**src/rtl/ded_pkg.sv**
```systemverilog
`timescale 1ns / 1ps

package ded_pkg;

    localparam int DAY_W      = 5;
    localparam int MONTH_W    = 4;
    localparam int YEAR_W     = 14;
    localparam int STATUS_W   = 2;
    localparam int AGO_W      = 22;
    localparam int CFG_IDX_W  = 2;
    localparam int CFG_DATA_W = 14;
    localparam int DOY_W      = 9;
    localparam int Q100_W     = 8;
    localparam int C400_W     = 6;
    localparam int LEAPS_W    = 13;
    localparam int FDAY_W     = 7;
    localparam int FMON_W     = 5;
    localparam int SUM_W      = 25;

    localparam logic [YEAR_W-1:0] YEAR_MIN = 14'd1800;
    localparam logic [YEAR_W-1:0] YEAR_MAX = 14'd9999;

    localparam logic [DAY_W-1:0]   RST_TODAY_DAY   = 5'd1;
    localparam logic [MONTH_W-1:0] RST_TODAY_MONTH = 4'd1;
    localparam logic [YEAR_W-1:0]  RST_TODAY_YEAR  = 14'd2000;

    localparam logic [AGO_W-1:0] AGO_MAX = 22'h3FFFFF;

    // floor(x / 100) as (x * 5243) >> 19, exact for x below 16500
    localparam logic [12:0] DIV100_MUL   = 13'd5243;
    localparam int          DIV100_SHIFT = 19;

    typedef enum logic [STATUS_W-1:0] {
        ST_INVALID = 2'd0,
        ST_EXPIRED = 2'd1,
        ST_TODAY   = 2'd2,
        ST_LATER   = 2'd3
    } status_t;

    typedef enum logic [CFG_IDX_W-1:0] {
        CFG_TODAY_DAY   = 2'd0,
        CFG_TODAY_MONTH = 2'd1,
        CFG_TODAY_YEAR  = 2'd2
    } cfg_idx_t;

    typedef struct packed {
        logic [DAY_W-1:0]   day;
        logic [MONTH_W-1:0] month;
        logic [YEAR_W-1:0]  year;
    } today_t;

    typedef struct packed {
        logic                ok;
        logic                earlier;
        logic                same;
        logic [DOY_W-1:0]    doy_e;
        logic [DOY_W-1:0]    doy_t;
        logic [YEAR_W-1:0]   yr_span;
        logic [LEAPS_W-1:0]  leap_days;
        logic [FDAY_W-1:0]   fday;
        logic [FMON_W-1:0]   fmon;
        logic [YEAR_W-1:0]   fyears;
    } cal_t;

    function automatic logic [Q100_W-1:0] div100(input logic [YEAR_W:0] x);
        logic [27:0] p;
        p = 28'(x) * 28'(DIV100_MUL);
        return p[DIV100_SHIFT +: Q100_W];
    endfunction

    function automatic logic is_leap(input logic [YEAR_W-1:0] y,
                                     input logic [Q100_W-1:0] q);
        logic rz;
        rz = (15'(y) == 15'(q) * 15'd100);
        return ((y[1:0] == 2'd0) && !rz) || (rz && (q[1:0] == 2'd0));
    endfunction

    function automatic logic [DAY_W-1:0] month_len(input logic [MONTH_W-1:0] m,
                                                   input logic leap);
        logic [DAY_W-1:0] len;
        unique case (m)
            4'd2:                      len = leap ? 5'd29 : 5'd28;
            4'd4, 4'd6, 4'd9, 4'd11:   len = 5'd30;
            default:                   len = 5'd31;
        endcase
        return len;
    endfunction

    // days in months 1 .. m-1 of a common year
    function automatic logic [DOY_W-1:0] cum_days(input logic [MONTH_W-1:0] m);
        logic [DOY_W-1:0] c;
        unique case (m)
            4'd0:  c = 9'd0;
            4'd1:  c = 9'd0;
            4'd2:  c = 9'd31;
            4'd3:  c = 9'd59;
            4'd4:  c = 9'd90;
            4'd5:  c = 9'd120;
            4'd6:  c = 9'd151;
            4'd7:  c = 9'd181;
            4'd8:  c = 9'd212;
            4'd9:  c = 9'd243;
            4'd10: c = 9'd273;
            4'd11: c = 9'd304;
            4'd12: c = 9'd334;
            4'd13: c = 9'd365;
            4'd14: c = 9'd396;
            default: c = 9'd427;
        endcase
        return c;
    endfunction

endpackage

```
**src/rtl/ded_cfg.sv**
```systemverilog
`timescale 1ns / 1ps

module ded_cfg
    import ded_pkg::*;
(
    input  logic                  clk,
    input  logic                  rst_n,
    input  logic                  cfg_we,
    input  logic [CFG_IDX_W-1:0]  cfg_index,
    input  logic [CFG_DATA_W-1:0] cfg_data,
    output today_t                today
);

    today_t today_reg;
    today_t today_next;

    always_comb
    begin
        today_next = today_reg;
        if (cfg_we)
        begin
            unique case (cfg_index)
                CFG_TODAY_DAY:   today_next.day   = cfg_data[DAY_W-1:0];
                CFG_TODAY_MONTH: today_next.month = cfg_data[MONTH_W-1:0];
                CFG_TODAY_YEAR:  today_next.year  = cfg_data[YEAR_W-1:0];
                default:         today_next = today_reg;
            endcase
        end
    end

    always_ff @(posedge clk or negedge rst_n)
    begin
        if (!rst_n)
        begin
            today_reg.day   <= RST_TODAY_DAY;
            today_reg.month <= RST_TODAY_MONTH;
            today_reg.year  <= RST_TODAY_YEAR;
        end
        else
        begin
            today_reg <= today_next;
        end
    end

    assign today = today_reg;

endmodule

```
**src/rtl/ded_calendar.sv**
```systemverilog
`timescale 1ns / 1ps

module ded_calendar
    import ded_pkg::*;
(
    input  logic                clk,
    input  logic                rst_n,
    input  logic                advance,
    input  logic                in_valid,
    input  logic [DAY_W-1:0]    expiry_day,
    input  logic [MONTH_W-1:0]  expiry_month,
    input  logic [YEAR_W-1:0]   expiry_year,
    input  today_t              today,
    output logic                cal_valid,
    output cal_t                cal
);

    // stage 1: quotients by 100
    logic                s1_valid_reg;
    logic [DAY_W-1:0]    s1_day_reg;
    logic [MONTH_W-1:0]  s1_month_reg;
    logic [YEAR_W-1:0]   s1_year_reg;
    logic [Q100_W-1:0]   s1_qy_reg;
    logic [Q100_W-1:0]   s1_qt_reg;
    logic [Q100_W-1:0]   s1_cy_reg;
    logic [Q100_W-1:0]   s1_ct_reg;

    logic [Q100_W-1:0]   qy_next;
    logic [Q100_W-1:0]   qt_next;
    logic [Q100_W-1:0]   cy_next;
    logic [Q100_W-1:0]   ct_next;

    always_comb
    begin
        qy_next = div100({1'b0, expiry_year});
        qt_next = div100({1'b0, today.year});
        cy_next = div100(15'(expiry_year) + 15'd99);
        ct_next = div100(15'(today.year) + 15'd99);
    end

    always_ff @(posedge clk or negedge rst_n)
    begin
        if (!rst_n)
        begin
            s1_valid_reg <= 1'b0;
        end
        else if (advance)
        begin
            s1_valid_reg <= in_valid;
        end
    end

    always_ff @(posedge clk)
    begin
        if (advance)
        begin
            s1_day_reg   <= expiry_day;
            s1_month_reg <= expiry_month;
            s1_year_reg  <= expiry_year;
            s1_qy_reg    <= qy_next;
            s1_qt_reg    <= qt_next;
            s1_cy_reg    <= cy_next;
            s1_ct_reg    <= ct_next;
        end
    end

    // stage 2: leap years, validity, ordering, day of year, day borrow
    logic  s2_valid_reg;
    cal_t  s2_reg;
    cal_t  s2_next;

    always_comb
    begin
        logic                 leap_e;
        logic                 leap_t;
        logic [LEAPS_W-1:0]   c4y;
        logic [LEAPS_W-1:0]   c4t;
        logic [C400_W-1:0]    c400y;
        logic [C400_W-1:0]    c400t;
        logic [FDAY_W-1:0]    fd;
        logic signed [FMON_W-1:0] mon;
        logic signed [FMON_W-1:0] prev;

        leap_e = is_leap(s1_year_reg, s1_qy_reg);
        leap_t = is_leap(today.year, s1_qt_reg);

        s2_next.ok = (s1_year_reg >= YEAR_MIN) && (s1_year_reg <= YEAR_MAX)
                     && (s1_month_reg >= 4'd1) && (s1_month_reg <= 4'd12)
                     && (s1_day_reg >= 5'd1)
                     && (s1_day_reg <= month_len(s1_month_reg, leap_e));

        s2_next.earlier = (s1_year_reg < today.year)
            || ((s1_year_reg == today.year) && (s1_month_reg < today.month))
            || ((s1_year_reg == today.year) && (s1_month_reg == today.month)
                && (s1_day_reg < today.day));
        s2_next.same = (s1_year_reg == today.year) && (s1_month_reg == today.month)
                       && (s1_day_reg == today.day);

        s2_next.doy_e = cum_days(s1_month_reg) + DOY_W'(s1_day_reg)
                        + DOY_W'(leap_e && (s1_month_reg >= 4'd3));
        s2_next.doy_t = cum_days(today.month) + DOY_W'(today.day)
                        + DOY_W'(leap_t && (today.month >= 4'd3));

        // leap days between the two years: ceil(y/4) - ceil(y/100) + ceil(y/400)
        c4y   = LEAPS_W'((15'(s1_year_reg) + 15'd3) >> 2);
        c4t   = LEAPS_W'((15'(today.year) + 15'd3) >> 2);
        c400y = C400_W'((9'(s1_cy_reg) + 9'd3) >> 2);
        c400t = C400_W'((9'(s1_ct_reg) + 9'd3) >> 2);

        if (today.year > s1_year_reg)
        begin
            s2_next.yr_span   = today.year - s1_year_reg;
            s2_next.leap_days = (c4t - c4y)
                                - (LEAPS_W'(s1_ct_reg) - LEAPS_W'(s1_cy_reg))
                                + (LEAPS_W'(c400t) - LEAPS_W'(c400y));
        end
        else
        begin
            s2_next.yr_span   = '0;
            s2_next.leap_days = '0;
        end

        // borrow up to two preceding months while the day is short
        fd   = FDAY_W'(s1_day_reg);
        mon  = $signed({1'b0, s1_month_reg});
        prev = '0;
        for (int k = 0; k < 2; k++)
        begin
            if (fd < FDAY_W'(today.day))
            begin
                prev = (mon <= 5'sd1) ? (mon + 5'sd11) : (mon - 5'sd1);
                fd   = fd + FDAY_W'(month_len(prev[MONTH_W-1:0], leap_e));
                mon  = mon - 5'sd1;
            end
        end
        s2_next.fday   = fd;
        s2_next.fmon   = mon;
        s2_next.fyears = s1_year_reg - today.year;
    end

    always_ff @(posedge clk or negedge rst_n)
    begin
        if (!rst_n)
        begin
            s2_valid_reg <= 1'b0;
        end
        else if (advance)
        begin
            s2_valid_reg <= s1_valid_reg;
        end
    end

    always_ff @(posedge clk)
    begin
        if (advance)
        begin
            s2_reg <= s2_next;
        end
    end

    assign cal_valid = s2_valid_reg;
    assign cal       = s2_reg;

endmodule

```
**src/rtl/ded_diff.sv**
```systemverilog
`timescale 1ns / 1ps

module ded_diff
    import ded_pkg::*;
(
    input  logic                 clk,
    input  logic                 rst_n,
    input  logic                 advance,
    input  logic                 cal_valid,
    input  cal_t                 cal,
    input  today_t               today,
    output logic                 out_valid,
    output logic [STATUS_W-1:0]  status,
    output logic [AGO_W-1:0]     days_ago,
    output logic [DAY_W-1:0]     diff_days,
    output logic [MONTH_W-1:0]   diff_months,
    output logic [YEAR_W-1:0]    diff_years
);

    // stage 3: day count sum and year/month split
    logic                 s3_valid_reg;
    logic                 s3_ok_reg;
    logic                 s3_earlier_reg;
    logic                 s3_same_reg;
    logic [SUM_W-1:0]     s3_sum_reg;
    logic [DAY_W-1:0]     s3_dd_reg;
    logic [MONTH_W-1:0]   s3_dm_reg;
    logic [YEAR_W-1:0]    s3_dy_reg;

    logic [SUM_W-1:0]     sum_next;
    logic [DAY_W-1:0]     dd_next;
    logic [MONTH_W-1:0]   dm_next;
    logic [YEAR_W-1:0]    dy_next;

    always_comb
    begin
        logic signed [5:0]        delta;
        logic signed [YEAR_W:0]   fy;
        logic signed [YEAR_W:0]   yadj;
        logic signed [5:0]        mrem;

        sum_next = SUM_W'(cal.yr_span) * SUM_W'(365) + SUM_W'(cal.leap_days)
                   + SUM_W'(cal.doy_t) - SUM_W'(cal.doy_e);

        if (cal.fday >= FDAY_W'(today.day))
        begin
            dd_next = DAY_W'(cal.fday - FDAY_W'(today.day));
        end
        else
        begin
            dd_next = '0;
        end

        delta = 6'($signed(cal.fmon)) - $signed({2'b00, today.month});
        fy    = $signed({1'b0, cal.fyears});
        if (delta >= 6'sd12)
        begin
            mrem = delta - 6'sd12;
            yadj = fy + 15'sd1;
        end
        else if (delta >= 6'sd0)
        begin
            mrem = delta;
            yadj = fy;
        end
        else if (delta >= -6'sd12)
        begin
            mrem = delta + 6'sd12;
            yadj = fy - 15'sd1;
        end
        else
        begin
            mrem = delta + 6'sd24;
            yadj = fy - 15'sd2;
        end

        if (yadj < 0)
        begin
            dm_next = '0;
            dy_next = '0;
        end
        else
        begin
            dm_next = mrem[MONTH_W-1:0];
            dy_next = yadj[YEAR_W-1:0];
        end
    end

    always_ff @(posedge clk or negedge rst_n)
    begin
        if (!rst_n)
        begin
            s3_valid_reg <= 1'b0;
        end
        else if (advance)
        begin
            s3_valid_reg <= cal_valid;
        end
    end

    always_ff @(posedge clk)
    begin
        if (advance)
        begin
            s3_ok_reg      <= cal.ok;
            s3_earlier_reg <= cal.earlier;
            s3_same_reg    <= cal.same;
            s3_sum_reg     <= sum_next;
            s3_dd_reg      <= dd_next;
            s3_dm_reg      <= dm_next;
            s3_dy_reg      <= dy_next;
        end
    end

    // stage 4: saturation, status select, output register
    logic                 out_valid_reg;
    status_t              status_reg;
    logic [AGO_W-1:0]     ago_reg;
    logic [DAY_W-1:0]     dd_reg;
    logic [MONTH_W-1:0]   dm_reg;
    logic [YEAR_W-1:0]    dy_reg;

    status_t              status_next;
    logic [AGO_W-1:0]     ago_next;
    logic [DAY_W-1:0]     dd_out_next;
    logic [MONTH_W-1:0]   dm_out_next;
    logic [YEAR_W-1:0]    dy_out_next;

    always_comb
    begin
        logic [AGO_W-1:0] ago_sat;

        if (s3_sum_reg[SUM_W-1] || (s3_sum_reg == '0))
        begin
            ago_sat = '0;
        end
        else if (s3_sum_reg > SUM_W'(AGO_MAX))
        begin
            ago_sat = AGO_MAX;
        end
        else
        begin
            ago_sat = s3_sum_reg[AGO_W-1:0];
        end

        status_next = ST_INVALID;
        ago_next    = '0;
        dd_out_next = '0;
        dm_out_next = '0;
        dy_out_next = '0;
        priority if (!s3_ok_reg)
        begin
            status_next = ST_INVALID;
        end
        else if (s3_earlier_reg)
        begin
            status_next = ST_EXPIRED;
            ago_next    = ago_sat;
        end
        else if (s3_same_reg)
        begin
            status_next = ST_TODAY;
        end
        else
        begin
            status_next = ST_LATER;
            dd_out_next = s3_dd_reg;
            dm_out_next = s3_dm_reg;
            dy_out_next = s3_dy_reg;
        end
    end

    always_ff @(posedge clk or negedge rst_n)
    begin
        if (!rst_n)
        begin
            out_valid_reg <= 1'b0;
        end
        else if (advance)
        begin
            out_valid_reg <= s3_valid_reg;
        end
    end

    always_ff @(posedge clk)
    begin
        if (advance)
        begin
            status_reg <= status_next;
            ago_reg    <= ago_next;
            dd_reg     <= dd_out_next;
            dm_reg     <= dm_out_next;
            dy_reg     <= dy_out_next;
        end
    end

    assign out_valid   = out_valid_reg;
    assign status      = status_reg;
    assign days_ago    = ago_reg;
    assign diff_days   = dd_reg;
    assign diff_months = dm_reg;
    assign diff_years  = dy_reg;

endmodule

```
**src/rtl/date_expiry_difference.sv**
```systemverilog
`timescale 1ns / 1ps

// Compares each requested expiry date with today's date held in three
// configuration registers (day, month, year at indexes 0, 1, 2; reset is
// 2000-01-01) and returns one result per request: invalid (year outside
// 1800..9999, month outside 1..12 or day outside 1 to the Gregorian month
// length), expired with the day count since expiry (saturating at 4194303),
// today, or later with the remaining years, months and days. The datapath is
// a four-stage pipeline (divide-by-100 multipliers, calendar checks and month
// borrow, day sum and month split, saturation and output register): a new
// request enters every cycle unless a valid output is stalled, in which case
// the whole pipeline holds. Write today's date only while no request is in
// flight.
module date_expiry_difference
    import ded_pkg::*;
(
    input  logic                  clk,
    input  logic                  rst_n,
    input  logic                  cfg_we,
    input  logic [CFG_IDX_W-1:0]  cfg_index,
    input  logic [CFG_DATA_W-1:0] cfg_data,
    input  logic                  in_valid,
    output logic                  in_stall,
    input  logic [DAY_W-1:0]      expiry_day,
    input  logic [MONTH_W-1:0]    expiry_month,
    input  logic [YEAR_W-1:0]     expiry_year,
    output logic                  out_valid,
    input  logic                  out_stall,
    output logic [STATUS_W-1:0]   status,
    output logic [AGO_W-1:0]      days_ago,
    output logic [DAY_W-1:0]      diff_days,
    output logic [MONTH_W-1:0]    diff_months,
    output logic [YEAR_W-1:0]     diff_years
);

    today_t  today;
    logic    advance;
    logic    cal_valid;
    cal_t    cal;

    assign advance  = !out_valid || !out_stall;
    assign in_stall = !advance;

    ded_cfg u_cfg (
        .clk       (clk),
        .rst_n     (rst_n),
        .cfg_we    (cfg_we),
        .cfg_index (cfg_index),
        .cfg_data  (cfg_data),
        .today     (today)
    );

    ded_calendar u_calendar (
        .clk          (clk),
        .rst_n        (rst_n),
        .advance      (advance),
        .in_valid     (in_valid),
        .expiry_day   (expiry_day),
        .expiry_month (expiry_month),
        .expiry_year  (expiry_year),
        .today        (today),
        .cal_valid    (cal_valid),
        .cal          (cal)
    );

    ded_diff u_diff (
        .clk         (clk),
        .rst_n       (rst_n),
        .advance     (advance),
        .cal_valid   (cal_valid),
        .cal         (cal),
        .today       (today),
        .out_valid   (out_valid),
        .status      (status),
        .days_ago    (days_ago),
        .diff_days   (diff_days),
        .diff_months (diff_months),
        .diff_years  (diff_years)
    );

endmodule
```
**config.mk**
```make
export PLATFORM = sky130hd
export DESIGN_NAME = date_expiry_difference
export DESIGN_NICKNAME = d
export VERILOG_FILES = /design/src/rtl/ded_pkg.sv /design/src/rtl/ded_cfg.sv /design/src/rtl/ded_calendar.sv /design/src/rtl/ded_diff.sv /design/src/rtl/date_expiry_difference.sv
export SDC_FILE = /design/constraint.sdc
export NUM_CORES = 2
export LEC_CHECK = 0
export BUFFER_PORTS_ARGS = -buffer_cell sky130_fd_sc_hd__buf_4
export CORE_MARGIN = 4
export CORE_UTILIZATION = 50
export CTS_BUF_LIST = sky130_fd_sc_hd__clkbuf_8
export CTS_CLUSTER_SIZE = 10
export DETAILED_ROUTE_END_ITERATION = 12
export PLACE_DENSITY = 0.66
export SETUP_SLACK_MARGIN = 0.3
export SYNTH_ARGS = -nofsm -noshare
export SYNTH_HDL_FRONTEND = slang
export SYNTH_SLANG_ARGS = --single-unit
```
**constraint.sdc**
```tcl
create_clock -name clk -period 18.6 [get_ports clk]
set_input_delay 1.86 -clock clk [delete_from_list [all_inputs] [get_ports clk]]
set_output_delay 1.86 -clock clk [all_outputs]
set_load 0.1 [all_outputs]
```
==> metrics <==
critical path peak fanout 9; Crit Path Class primary input to register; final worst path period need around 8500 ps; Clock Path Buffers 3; crit end category register; Post-synth EDFFs approximately 230; CTS tree done; sequential share of the synthesized area 21.86%; total wire length just over 70000 um; H-Tree Depth 2; routed vias/inst approximately 5.1; period utilisation layout 45.48%; CP arrival about 8800 ps; via count about 23000; biggest area consumer among synthesized cells ha_1; Worst Hold Class register to register; first-pass GRT wire length ~120000 um; initial detailed-routing violation count between 900 and 1000; Slew @ Worst Pin about 1200 ps; Sink Count 263; gp weighted congestion between 0.8 and 0.9; post-synthesis net count approximately 4500; clk slew on worst S/H paths 50 ps; max cap viols 0; Area growth, synth to finish 8.399%; # rows 96; number of buffers created by CTS between 40 and 50; root buf cell clkbuf_8; Worst Path Required 18960 ps; Post-CTS Setup Bufs 0; Cell Area, Synth about 35000 um^2; Final Max Slew Viols 0; Pre-Repair DR Iteration Count 5; initial antenna violation count 1; starting density of the core between 50% and 60%; Die W 273.1 um; layout cells sized above 1 6.498%; Clock Latency Late Sink between 600 and 700 ps; Seq cells post-synth 263; DR WL/cell about 16 um; post-synthesis cell count about 3400; Hold Buf Count CTS 0; unrepaired setup endpoints after global routing false; share of flip-flops with an asynchronous set or reset after synthesis between 10% and 20%; core region area ~69000 um^2; DRC violations left 0; grt ovf 0; endpoints failing setup 0; clk_skew ~50 ps; port bufs between 90 and 100; Syn. warnings 0; Main synth FF type edfxtp_1; largest cells by area after synthesis ha_1 25%, fa_1 21%, edfxtp_1 19%; max reg flops 74; CP Launch Type primary input; Routed Antenna Nets 0; Synth cell types between 70 and 80; Total Nets Final 4665; post-DP HPWL 61210 um; post_cts resized 0; vias in the first global route between 20000 and 25000; largest net degree at the start of global routing 81; Die Area between 70000 and 80000 um^2; outcome finished, final reports clean; fmax around 120 MHz; gr usage total between 20% and 30%; Sum Neg Setup Slack 0 ps; I/O pin total 93; Avg Synthesized Cell Area between 10 and 15 um^2; Die H between 200 and 300 um; Fin. Hold Viols 0; Slew HR 20.59%; Yosys top cell area share between 20% and 30%
synth_stat cells (16+ instances only):
| cell type | count |
|---|---|
| ha_1 | 697 |
| nor3_1 | 43 |
| xor2_1 | 66 |
| o21a_1 | 39 |
| o21bai_1 | 26 |
| xnor2_1 | 193 |
| mux2i_1 | 16 |
| clkbuf_1 | 30 |
| nand2b_1 | 19 |
| and3_1 | 16 |
| and2_1 | 35 |
| dfrtp_1 | 19 |
| a21oi_1 | 126 |
| nor2b_1 | 35 |
| edfxtp_1 | 227 |
| mux2_2 | 25 |
| nand4_1 | 21 |
| fa_1 | 363 |
| nor4_1 | 19 |
| o21ai_0 | 83 |
| nor2_1 | 158 |
| inv_1 | 784 |
| nand3_1 | 42 |
| a21o_1 | 70 |
| nand2_1 | 111 |
final timing paths:
path / end / start / depth (start not counted) / slack (ps)
min reg2reg: u_diff.s3_same_reg / u_calendar.cal[71] / 0 / 420
max in group asynchronous: u_cfg.today[8] / rst_n / 1 / 17020
min: u_diff.s3_same_reg / u_calendar.cal[71] / 0 / 420
max: u_calendar.s1_cy_reg[7] / expiry_year[0] / 27 / 10140
min in group asynchronous: u_cfg.today[17] / rst_n / 1 / 1170
max reg2reg: u_calendar.s1_ct_reg[7] / u_cfg.today[1] / 25 / 10490
layer usage:
| metal | wire, um | track usage, % | vias up | part of all wire (%) |
|---|---|---|---|---|
| met1 | 32450 | 26.79 | 10970 | 45 |
| met3 | 2268 | 2.037 | 106 | 3.1 |
| li1 | - | - | 11570 | - |
| met4 | 1748 | 4.901 | 0 | 2.4 |
| met2 | 35980 | 35.50 | 306 | 50 |
| met5 | 0 | 0 | - | 0 |
layout by cell type, fill, tap and decap left out, types with 9 or more instances in the layout:
master	n
and3_1	16
dfrtp_1	19
nor2b_1	35
ha_1	697
inv_1	805
o21ai_0	83
edfxtp_1	227
o21bai_1	26
nor2_1	158
or3_1	12
fa_1	363
a211oi_1	9
a21oi_1	126
buf_4	110
xor2_1	66
mux2i_1	16
o21a_1	39
nor3_1	42
a31oi_1	13
clkbuf_8	52
nor4_1	19
a21o_1	70
xnor2_1	193
mux2_2	25
and2_1	35
nand3_1	42
nand4_1	21
dfxtp_1	9
nand2_1	110
nand2b_1	19
metrics by stage:
step / utilization [%] / instances / hold slack (ps) / cell area (um^2) / setup slack [ps]
floorplan: - / 3433 / 400.3 / 35140 / 5239
global placement: 53.50 / 4441 / 401.5 / 37010 / 9546
detailed placement: 53.50 / 4441 / 420.5 / 37010 / 9437
CTS: 55.04 / 4531 / 419.2 / 38080 / 10110
global route: 55.06 / 4533 / 422.7 / 38090 / 9618
finish: 55.06 / 4533 / 416.9 / 38090 / 10140
final cells by class:
cell class	instances	area, um^2
tap	931	1165
clock inverter	38	351.6
sequential	263	7682
timing repair buffer	111	837.1
clock buffer	52	715.7
multi-input combinational	2353	24400
inverter	784	2943
antenna	1	2.502
fill	6207	31090
cell families (layout without fill, tap and decap cells):
logic type / after synthesis / count (layout) / share of synthesized area, %
buffers and inverters: 817 / 985 / 8.752
adders and majority gates: 1061 / 1061 / 45.52
muxes: 44 / 44 / 1.449
other: 1 / 2 / 0.01067
and+or+nand+nor: 538 / 538 / 7.523
DFF: 263 / 263 / 21.86
AOI/OAI and AO/OA: 450 / 450 / 8.424
xor gates and xnor gates: 259 / 259 / 6.455
worst max-delay path, stage by stage:
cell and delay, ps:
buf_4 150, inv_1 130, ha_1 270, nor2b_1 210, a21oi_1 140, o21bai_1 300
nand2_1 110, xnor2_1 520, inv_1 220, ha_1 380, fa_1 490, fa_1 540
inv_1 60, fa_1 460, fa_1 540, inv_1 40, ha_1 310, a21o_1 170
a21o_1 170, a21o_1 160, a21o_1 160, a21oi_1 200, o21a_1 170, a21oi_1 120
o41ai_1 590, mux2i_1 260, nand4_1 80
Power is left out: the tool's default activity adds up to more than one toggle a clock period on the data nets, which glitch-free logic cannot reach.
